[src/owus_pkg.sv]
// ----------------------------------------------------------------------------
// owus_pkg: shared types and codes for the 1-Wire over UART sequencer
// Beat payload structs, command / action / mode codes and bus constants.
// ----------------------------------------------------------------------------
package owus_pkg;

  // request commands
  localparam logic [1:0] CMD_RESET = 2'd0;
  localparam logic [1:0] CMD_WRITE = 2'd1;
  localparam logic [1:0] CMD_RX    = 2'd2;

  // response actions
  localparam logic [1:0] ACT_SEND      = 2'd0;
  localparam logic [1:0] ACT_RESET_END = 2'd1;
  localparam logic [1:0] ACT_WRITE_END = 2'd2;

  // sequencer modes
  localparam logic [1:0] MODE_IDLE  = 2'd0;
  localparam logic [1:0] MODE_RESET = 2'd1;
  localparam logic [1:0] MODE_WRITE = 2'd2;

  // UART bytes on the bus
  localparam logic [7:0] RESET_BYTE = 8'hF0;
  localparam logic [7:0] ONE_SLOT   = 8'hFF;
  localparam logic [7:0] ZERO_SLOT  = 8'h00;

  localparam logic [3:0] BITS_PER_BYTE = 4'd8;

  // divisor reset values: 9600 and 115200 baud
  localparam logic [7:0] SLOW_DIV_RESET = 8'd217;
  localparam logic [7:0] FAST_DIV_RESET = 8'd253;

  // register map
  localparam int unsigned ADDR_W = 3;
  localparam logic        REG_SLOW_DIV = 1'b0;
  localparam logic        REG_FAST_DIV = 1'b1;

  typedef struct packed {
    logic [1:0] command;
    logic [7:0] data;
  } owus_req_t;

  typedef struct packed {
    logic [1:0] action;
    logic [7:0] value;
    logic [7:0] baud_divisor;
  } owus_rsp_t;

endpackage

[src/onewire_uart_byte_sequencer_top.sv]
// ----------------------------------------------------------------------------
// onewire_uart_byte_sequencer_top: 1-Wire bus sequencing through a UART
//
// Usage:
//   req channel (req_valid/req_ready/req): commands from the host and bytes
//   received by the UART. A reset command asks for 0xF0 at the slow divisor;
//   a write command expands its byte LSB first into eight slot bytes
//   (0xFF = one, 0x00 = zero) at the fast divisor, one slot per echo beat.
//   rsp channel (rsp_valid/rsp_ready/rsp): either a byte for the UART to
//   send (with its divisor) or a finish beat carrying the reset echo or the
//   read-back byte. Echo beats while idle produce nothing.
//   APB port: slow divisor at 0x0, fast divisor at 0x4.
// Response: registered; rsp is valid in the cycle after the req beat is accepted (held in the output reg).
// Throughput: one req beat per cycle; the limit is the single output
//   register, so a beat is taken whenever it is empty or being drained.
// Reset: sync, active high; mode goes idle, divisors return to 217 / 253.
// Stall: while rsp is held by rsp_ready low, req_ready stays low; beats
//   that would produce no response still wait for the register to drain.
// ----------------------------------------------------------------------------
module onewire_uart_byte_sequencer_top
  import owus_pkg::*;
(
  input  logic              clk,
  input  logic              rst,
  // request channel
  input  logic              req_valid,
  output logic              req_ready,
  input  owus_req_t         req,
  // response channel
  output logic              rsp_valid,
  input  logic              rsp_ready,
  output owus_rsp_t         rsp,
  // APB configuration
  input  logic              psel,
  input  logic              penable,
  input  logic              pwrite,
  input  logic [ADDR_W-1:0] paddr,
  input  logic [31:0]       pwdata,
  output logic [31:0]       prdata,
  output logic              pready
);

  // configuration registers
  logic [7:0] slow_divisor;
  logic [7:0] fast_divisor;

  // sequencer state
  logic [1:0] mode,       mode_next;
  logic [7:0] tx_bits,    tx_bits_next;
  logic [3:0] sent_count, sent_count_next;
  logic [3:0] rx_count,   rx_count_next;
  logic [7:0] rx_bits,    rx_bits_next;

  logic       emit;
  owus_rsp_t  res;
  logic       req_fire;
  logic       cfg_wr;

  // --------------------------------------------------------------------------
  // APB: always ready, write on the access phase
  // --------------------------------------------------------------------------
  assign pready = 1'b1;
  assign cfg_wr = psel && penable && pwrite && pready;
  assign prdata = {24'd0, (paddr[2] == REG_FAST_DIV) ? fast_divisor : slow_divisor};

  always_ff @(posedge clk) begin
    if (rst) begin
      slow_divisor <= SLOW_DIV_RESET;
      fast_divisor <= FAST_DIV_RESET;
    end else if (cfg_wr) begin
      if (paddr[2] == REG_SLOW_DIV) slow_divisor <= pwdata[7:0];
      else                          fast_divisor <= pwdata[7:0];
    end
  end

  // --------------------------------------------------------------------------
  // handshake: take a beat when the output register is free or draining
  // --------------------------------------------------------------------------
  assign req_ready = !rsp_valid || rsp_ready;
  assign req_fire  = req_valid && req_ready;

  // --------------------------------------------------------------------------
  // next state and response for the beat on req
  // --------------------------------------------------------------------------
  always_comb begin
    mode_next       = mode;
    tx_bits_next    = tx_bits;
    sent_count_next = sent_count;
    rx_count_next   = rx_count;
    rx_bits_next    = rx_bits;
    emit            = 1'b0;
    res             = '0;
    unique case (req.command)
      CMD_RESET: begin
        // aborts anything in flight
        mode_next        = MODE_RESET;
        emit             = 1'b1;
        res.action       = ACT_SEND;
        res.value        = RESET_BYTE;
        res.baud_divisor = slow_divisor;
      end
      CMD_WRITE: begin
        mode_next        = MODE_WRITE;
        tx_bits_next     = req.data;
        rx_bits_next     = 8'd0;
        rx_count_next    = 4'd0;
        sent_count_next  = 4'd1;
        emit             = 1'b1;
        res.action       = ACT_SEND;
        res.value        = req.data[0] ? ONE_SLOT : ZERO_SLOT;
        res.baud_divisor = fast_divisor;
      end
      CMD_RX: begin
        if (mode == MODE_RESET) begin
          mode_next  = MODE_IDLE;
          emit       = 1'b1;
          res.action = ACT_RESET_END;
          res.value  = req.data;
        end else if (mode == MODE_WRITE) begin
          // echo of 0xFF reads back as a one
          if (req.data == ONE_SLOT && rx_count < BITS_PER_BYTE)
            rx_bits_next = rx_bits | (8'd1 << rx_count[2:0]);
          rx_count_next = rx_count + 4'd1;
          emit          = 1'b1;
          if (sent_count >= BITS_PER_BYTE) begin
            mode_next  = MODE_IDLE;
            res.action = ACT_WRITE_END;
            res.value  = rx_bits_next;
          end else begin
            res.action       = ACT_SEND;
            res.value        = tx_bits[sent_count[2:0]] ? ONE_SLOT : ZERO_SLOT;
            res.baud_divisor = fast_divisor;
            sent_count_next  = sent_count + 4'd1;
          end
        end
      end
      default: ; // unused command code: no effect
    endcase
  end

  always_ff @(posedge clk) begin
    if (rst) begin
      mode       <= MODE_IDLE;
      tx_bits    <= 8'd0;
      sent_count <= 4'd0;
      rx_count   <= 4'd0;
      rx_bits    <= 8'd0;
    end else if (req_fire) begin
      mode       <= mode_next;
      tx_bits    <= tx_bits_next;
      sent_count <= sent_count_next;
      rx_count   <= rx_count_next;
      rx_bits    <= rx_bits_next;
    end
  end

  // --------------------------------------------------------------------------
  // output register
  // --------------------------------------------------------------------------
  always_ff @(posedge clk) begin
    if (rst) begin
      rsp_valid <= 1'b0;
    end else if (req_fire && emit) begin
      rsp_valid <= 1'b1;
    end else if (rsp_ready) begin
      rsp_valid <= 1'b0;
    end
  end

  always_ff @(posedge clk) begin
    if (req_fire && emit) rsp <= res;
  end

  // --------------------------------------------------------------------------
  // assertions
  // --------------------------------------------------------------------------
  // during a write the slot count runs one ahead of the echo count
  a_write_counts: assert property (@(posedge clk) disable iff (rst)
    mode == MODE_WRITE |-> sent_count == rx_count + 4'd1)
    else $error("write slot and echo counts out of step");

  // a reset request always yields the reset pulse as a send beat
  a_reset_pulse: assert property (@(posedge clk) disable iff (rst)
    req_fire && req.command == CMD_RESET |=>
      rsp_valid && rsp.action == ACT_SEND && rsp.value == RESET_BYTE)
    else $error("reset request did not produce reset pulse");

  // a write request restarts the read-back collection
  a_write_start: assert property (@(posedge clk) disable iff (rst)
    req_fire && req.command == CMD_WRITE |=>
      mode == MODE_WRITE && rx_count == 4'd0 && sent_count == 4'd1)
    else $error("write request did not restart sequence");

  // finish beats carry no divisor
  a_finish_div: assert property (@(posedge clk) disable iff (rst)
    rsp_valid && rsp.action != ACT_SEND |-> rsp.baud_divisor == 8'd0)
    else $error("finish beat with nonzero divisor");

endmodule

[config.mk]
export PLATFORM = sky130hd
export DESIGN_NAME = onewire_uart_byte_sequencer_top
export DESIGN_NICKNAME = d
export VERILOG_FILES = /design/src/owus_pkg.sv /design/src/onewire_uart_byte_sequencer_top.sv
export SDC_FILE = /design/constraint.sdc
export NUM_CORES = 1
export LEC_CHECK = 0
export BUFFER_PORTS_ARGS = -buffer_cell sky130_fd_sc_hd__buf_2
export CORE_AREA = 2 2 88 90
export DETAILED_ROUTE_END_ITERATION = 8
export DIE_AREA = 0 0 90 92
export HOLD_SLACK_MARGIN = 0.06
export MAX_ROUTING_LAYER = met4
export PLACE_DENSITY = 0.68
export SLEW_MARGIN = 20
export SYNTH_ARGS = -nofsm -noshare
export SYNTH_HDL_FRONTEND = slang
export SYNTH_SLANG_ARGS = --single-unit
[constraint.sdc]
create_clock -name clk -period 5 [get_ports clk]
set_clock_uncertainty 0.2 [all_clocks]
set_input_delay 0.75 -clock clk [delete_from_list [all_inputs] [get_ports clk]]
set_output_delay 0.75 -clock clk [all_outputs]
set_load 0.02 [all_outputs]
Word level (Yosys, flattened, before mapping)

Cells that the tools add are included.

Logic and storage cells: 78
Flip-flop bits (word level): 61
Output and inout port bits: 53
Input port bits: 52

Reduce and logical (&&, ||, !) cells: 18
Multiplexer cells: 31
Shift operators: 1
Bitwise gates (word level): 2
Add/subtract/negate cells: 2
Eq/ne operators: 10
$lt $le $gt $ge: 3

Operators with widths:

| kind                  | number |
|---|---|
| $mux W8               | 8 |
| $pmux W18 S3          | 1 |
| $mux W10              | 2 |
| $mux W4               | 5 |
| $mux W18              | 1 |
| $pmux W4 S2           | 2 |
| $pmux W8 S2           | 1 |
| $add A4 B1 Y4 const B | 2 |
| $eq A8 B8 Y1 const B  | 1 |
| $or A8 B8 Y8          | 1 |
| $reduce_and A4 Y1     | 2 |
| $shl A1 B3 Y8 const A | 1 |
| $mux W2               | 3 |
| $ne A2 B2 Y1 const B  | 3 |
| $ne A3 B3 Y1 const B  | 2 |
| $pmux W2 S3           | 1 |
| $reduce_and A2 Y1     | 3 |
| $logic_and A1 B1 Y1   | 5 |
| $mux W1               | 5 |
| $reduce_and A5 Y1     | 1 |
| $eq A2 B1 Y1 const B  | 2 |
| $eq A2 B2 Y1 const B  | 2 |
| $ge A4 B4 Y1 const B  | 1 |
| $lt A3 B4 Y1 const B  | 1 |
| other kinds (10)      | 11 |

Logic depth before layout (Yosys ltp)

Depth in word-level cells: 7
Mapped depth: 8
Depth with buffers taken out: 6

Least setup slack after synthesis

OpenSTA, ideal clock, no wires.

Path type: input-to-reg
From: input req[8] in the netlist's numbering
To: register rsp[0] in the netlist's numbering (enable)
Path buffers: 1
Stages on the path: 5
Setup time: 0.442 ns
Required time: 4.358 ns
Arrival: 3.144 ns
Path slack: 1.214 ns
Cell sequence: inv_1 ha_1 clkbuf_1 a211oi_1 nor4_1

Word-level cells in the longest chain between the ends: 4
Elaborated cells on any way between the ends: 6
Those cells by class: 2 x eq/ne; 1 x mux; 3 x reduce/logical

RTL lines:

| what                                             | RTL line                               | RTL |
|---|---|---|
| start: declaration                               | onewire_uart_byte_sequencer_top.sv:28  | `input owus_req_t req,` |
| $eq A2 B1 Y1 or $logic_not A2 Y1 (tied branches) | onewire_uart_byte_sequencer_top.sv:93  | `unique case (req.command)` |
| $reduce_or A2 Y1 (no line)                       | -                                      |  |
| $pmux W1 S2 *                                    | onewire_uart_byte_sequencer_top.sv:93  |  |
| $logic_and A1 B1 Y1 *                            | onewire_uart_byte_sequencer_top.sv:171 | `if (req_fire && emit) rsp <= res;` |
| end signal: assignment                           | onewire_uart_byte_sequencer_top.sv:171 |  |
| end: declaration                                 | onewire_uart_byte_sequencer_top.sv:32  | `output owus_rsp_t rsp,` |

Every way passes the cells marked *; elsewhere a longest branch is shown, timed or not.
A chain may end at the register's enable or synchronous reset.

Final worst setup path

From: input paddr[2]
To: output prdata[1]

Word-level cells in the longest chain between the ends: 1

RTL lines:

| what               | RTL line                              | RTL |
|---|---|---|
| start: declaration | onewire_uart_byte_sequencer_top.sv:37 | `input logic [ADDR_W-1:0] paddr,` |
| $mux W8            | onewire_uart_byte_sequencer_top.sv:64 | `assign prdata = {24'd0, (paddr[2] == REG_FAST_DIV) ? fast_divisor : slow_divisor};` |
| end: declaration   | onewire_uart_byte_sequencer_top.sv:39 | `output logic [31:0] prdata,` |

Every way passes these cells.

==> results.sh <==
export IMPL_cts_path_max_buffers=2
export IMPL_synth_top_cell_by_area="dfxtp_1"
export IMPL_timing_final_crit_period_ps=2470
export IMPL_coreArea_um2=7450
export IMPL_critPathCaptureType="output pin"
export IMPL_post_drt_via_cell_ratio=5.13
export IMPL_run_status="finished clean"
export IMPL_drt_drc_violations_left=0
export IMPL_postRouteAntennaNets=0
export IMPL_crit_path_start="paddr[2]"
export IMPL_grt_max_degree=34
export IMPL_number_of_antenna_violations_at_the_first_check_in_global_routing=0
export IMPL_global_route_wire_length_before_repair_um=10800
export IMPL_clock_root_buffer="clkbuf_8"
export IMPL_hold_path_class="reg2reg"
export IMPL_routed_wire_length_per_instance_um=14.3
export IMPL_htree_num_levels=3
export IMPL_grt_util_all_layers_pct=17.1
export IMPL_clkTransAtPathRegs_ps=60
export IMPL_yosysUniqueCellTypes=55
export IMPL_syn_instance_count=320
export IMPL_dr_pass1_iters=4
export IMPL_maxSlewViolCount=0
export IMPL_relSlewSlack_pct=33.0
export IMPL_timing_hold_violations_final=0
export IMPL_finish_cell_count_without_fillers=474
export IMPL_drive_above_1_share_pct=23.4
export IMPL_antennaDiodeCount=0
export IMPL_synth_ff_type="dfxtp_1"
export IMPL_die_height_um=92
export IMPL_wirelength_um=6780
export IMPL_placedInstanceArea_um2=3450
export IMPL_final_nets=433
export IMPL_cts_sinks=61
export IMPL_r2r_start="sent_count[0]$_SDFFE_PP0P_"
export IMPL_ys_ff_latch=61
export IMPL_gpl_final_weighted_congestion=0.797
export IMPL_vdd_ir_drop_worst_mv=0.0907
export IMPL_hp_start="rx_bits[3]$_SDFFE_PP0P_"
export IMPL_ioPinCount=105
export IMPL_post_cts_resize_count=0
export IMPL_whs_ps=269
export IMPL_synth_cell_area_um2=3220
export IMPL_dpl_hpwl_um=4860
export IMPL_synth_edf_count=18
export IMPL_power_static_leakage_nw=1.52
export IMPL_power_density_nw_per_um2=285
export IMPL_arrival_ps=1520
export IMPL_grt_overflow_total=0
export IMPL_floorplan_die_area_um2=8280
export IMPL_path_max_fanout=11
export IMPL_ctsHoldBuffers=0
export IMPL_synth_top_cell_area_share_pct=26.8
export IMPL_drv_cap=0
export IMPL_synthArstFlopShare_pct=0
export IMPL_cts_inserted_buffers=9
export IMPL_report_final_setup_viol=0
export IMPL_detailroute_via_count=2433
export IMPL_design_area_um2=3600
export IMPL_initial_utilization_pct=43.2
export IMPL_worst_pin_slew_ps=1000
export IMPL_path_class="in2out"
export IMPL_critical_path_startpoint_type="primary input"
export IMPL_clock_tree_from_tritoncts="done"
export IMPL_synth_yosys_seq_area_share_pct=43.6
export IMPL_drt_iter0_drc=148
export IMPL_die_width_um=90
export IMPL_setup_ws_ps=2530
export IMPL_placedCellCount=458
export IMPL_post_cts_repair_setup_buffers=0
export IMPL_grt_pass1_vias=2230
export IMPL_place_ws_ps=2310
export IMPL_ys_warnings=0
export IMPL_max_freq_mhz=405
export IMPL_post_synth_cell_area_avg_um2=10.0
export IMPL_cp_required_ps=4050
export IMPL_synth_area_top_cells="dfxtp_1 (27%), edfxtp_1 (17%), buf_4 (6.1%)"
export IMPL_place_port_buffers=53
export IMPL_setup_repair_after_global_routing_missed_its_margin="no"
export IMPL_fin_crit_sh_pct=49.4
export IMPL_number_of_core_rows=32
export IMPL_worstSkewPairLatency_ps=340
export IMPL_setup_total_negative_slack_ps=0
export IMPL_syn_to_final_growth_pct=12.1
[path summary, 6_finish.rpt]
| kind | endpoint | slack [ps] | depth (start not counted) |
|---|---|---|---|
| worst max-delay path | prdata[1] | 2530 | 3 |
| worst min-delay path | rx_bits[3]$_SDFFE_PP0P_ | 270 | 2 |
| worst max register to register | rsp[9]$_DFFE_PP_ | 2880 | 4 |
| worst min register to register | rx_bits[3]$_SDFFE_PP0P_ | 270 | 2 |
[per-layer routing]
layer	vias to the layer above	track usage (%)	routed length, µm
met5	-	-	0
met4	0	8.72	153
met3	14	3.20	428
met2	93	26.5	3120
met1	1129	21.5	3070
li1	1197	-	-
[cell usage in the layout, fill, tap and decap left out, types with 2 or more instances in the layout]
cell,instances
a22oi_1,9
inv_1,15
edfxtp_1,18
and2_1,2
nor2b_1,9
a22o_1,3
nand2b_1,2
clkinv_2,2
nand3b_1,8
nand4_1,3
a32o_1,3
o21ai_0,2
a211oi_1,4
clkbuf_8,9
o211ai_1,2
a31oi_1,2
or2_2,2
o22ai_1,7
a311oi_1,5
conb_1,25
a211o_1,5
mux2i_1,16
ha_1,14
nor2_1,32
a21oi_1,10
nand2_1,17
nor4_4,2
dfxtp_1,43
mux2_2,8
nor2b_4,2
buf_2,53
clkbuf_1,4
nand3_1,5
nor3_1,4
[stage by stage]
stage / utilization, % / power, W
4_1_cts: 48.4 / 0.00103
2_1_floorplan: - / 0.000654
6_report: 48.4 / 0.00103
3_3_place_gp: 46.3 / 0.000677
5_1_grt: 48.4 / 0.00107
3_5_place_dp: 46.3 / 0.000680
[cell usage after synthesis (2+ instances only)]
cell	number
a211o_1	5
nor3_1	4
nand4_1	3
inv_1	15
nand2_1	17
o22ai_1	7
clkbuf_1	10
nor2b_4	2
a21oi_1	10
nor4_4	2
nor2_1	32
a22o_1	3
a22oi_1	9
a311oi_1	5
mux2_2	8
o21ai_0	2
a32o_1	3
nand2b_1	2
buf_2	5
dfxtp_1	43
and2_1	2
a211oi_1	4
a31oi_1	2
nand3_1	5
o211ai_1	2
buf_4	26
or2_2	2
conb_1	2
ha_1	14
nor4_1	2
nor2b_1	9
edfxtp_1	18
mux2i_1	16
nand3b_1	8
[logic make-up (layout without fill, tap and decap cells)]
| family | Yosys count | after routing | synth area share, % |
|---|---|---|---|
| AND/OR/NAND/NOR | 95 | 95 | 16.3 |
| AO/OA/AOI/OAI | 65 | 65 | 15.7 |
| flip-flops | 61 | 61 | 43.6 |
| buffers and inverters | 57 | 86 | 9.96 |
| multiplexers | 25 | 25 | 8.48 |
| adder cells (fa/ha/maj) | 14 | 14 | 5.45 |
| other | 2 | 25 | 0.234 |
| XOR/XNOR | 1 | 1 | 0.272 |
[sequential cells by signal (all words and copies together), names as in the netlist]
register and count:
rx_count 4, rsp 18, mode 2, rsp_valid 1, sent_count 4, slow_divisor 8, rx_bits 8, tx_bits 8
fast_divisor 8
[where the power goes]
part | internal (W) | total (W) | switching [W] | leakage (nW)
clock network | 0.000177 | 0.000359 | 0.000182 | 0.0788
logic | 0.0000455 | 0.000135 | 0.0000899 | 0.918
registers | 0.000527 | 0.000534 | 0.00000746 | 0.520
total | 0.000749 | 0.00103 | 0.000279 | 1.52
[critical path, stage by stage]
cell	delay, ps
buf_2	220
mux2_2	380
buf_2	160
[cell type report]
cell class | count | area (µm²)
fill | 724 | 3840
sequential | 61 | 1400
clock buffer | 13 | 139
inverter | 16 | 62.6
timing repair buffer | 54 | 273
clock inverter | 3 | 13.8
multi-input combinational | 225 | 1590
tap | 102 | 128
Power figures use the tool's default switching activity.
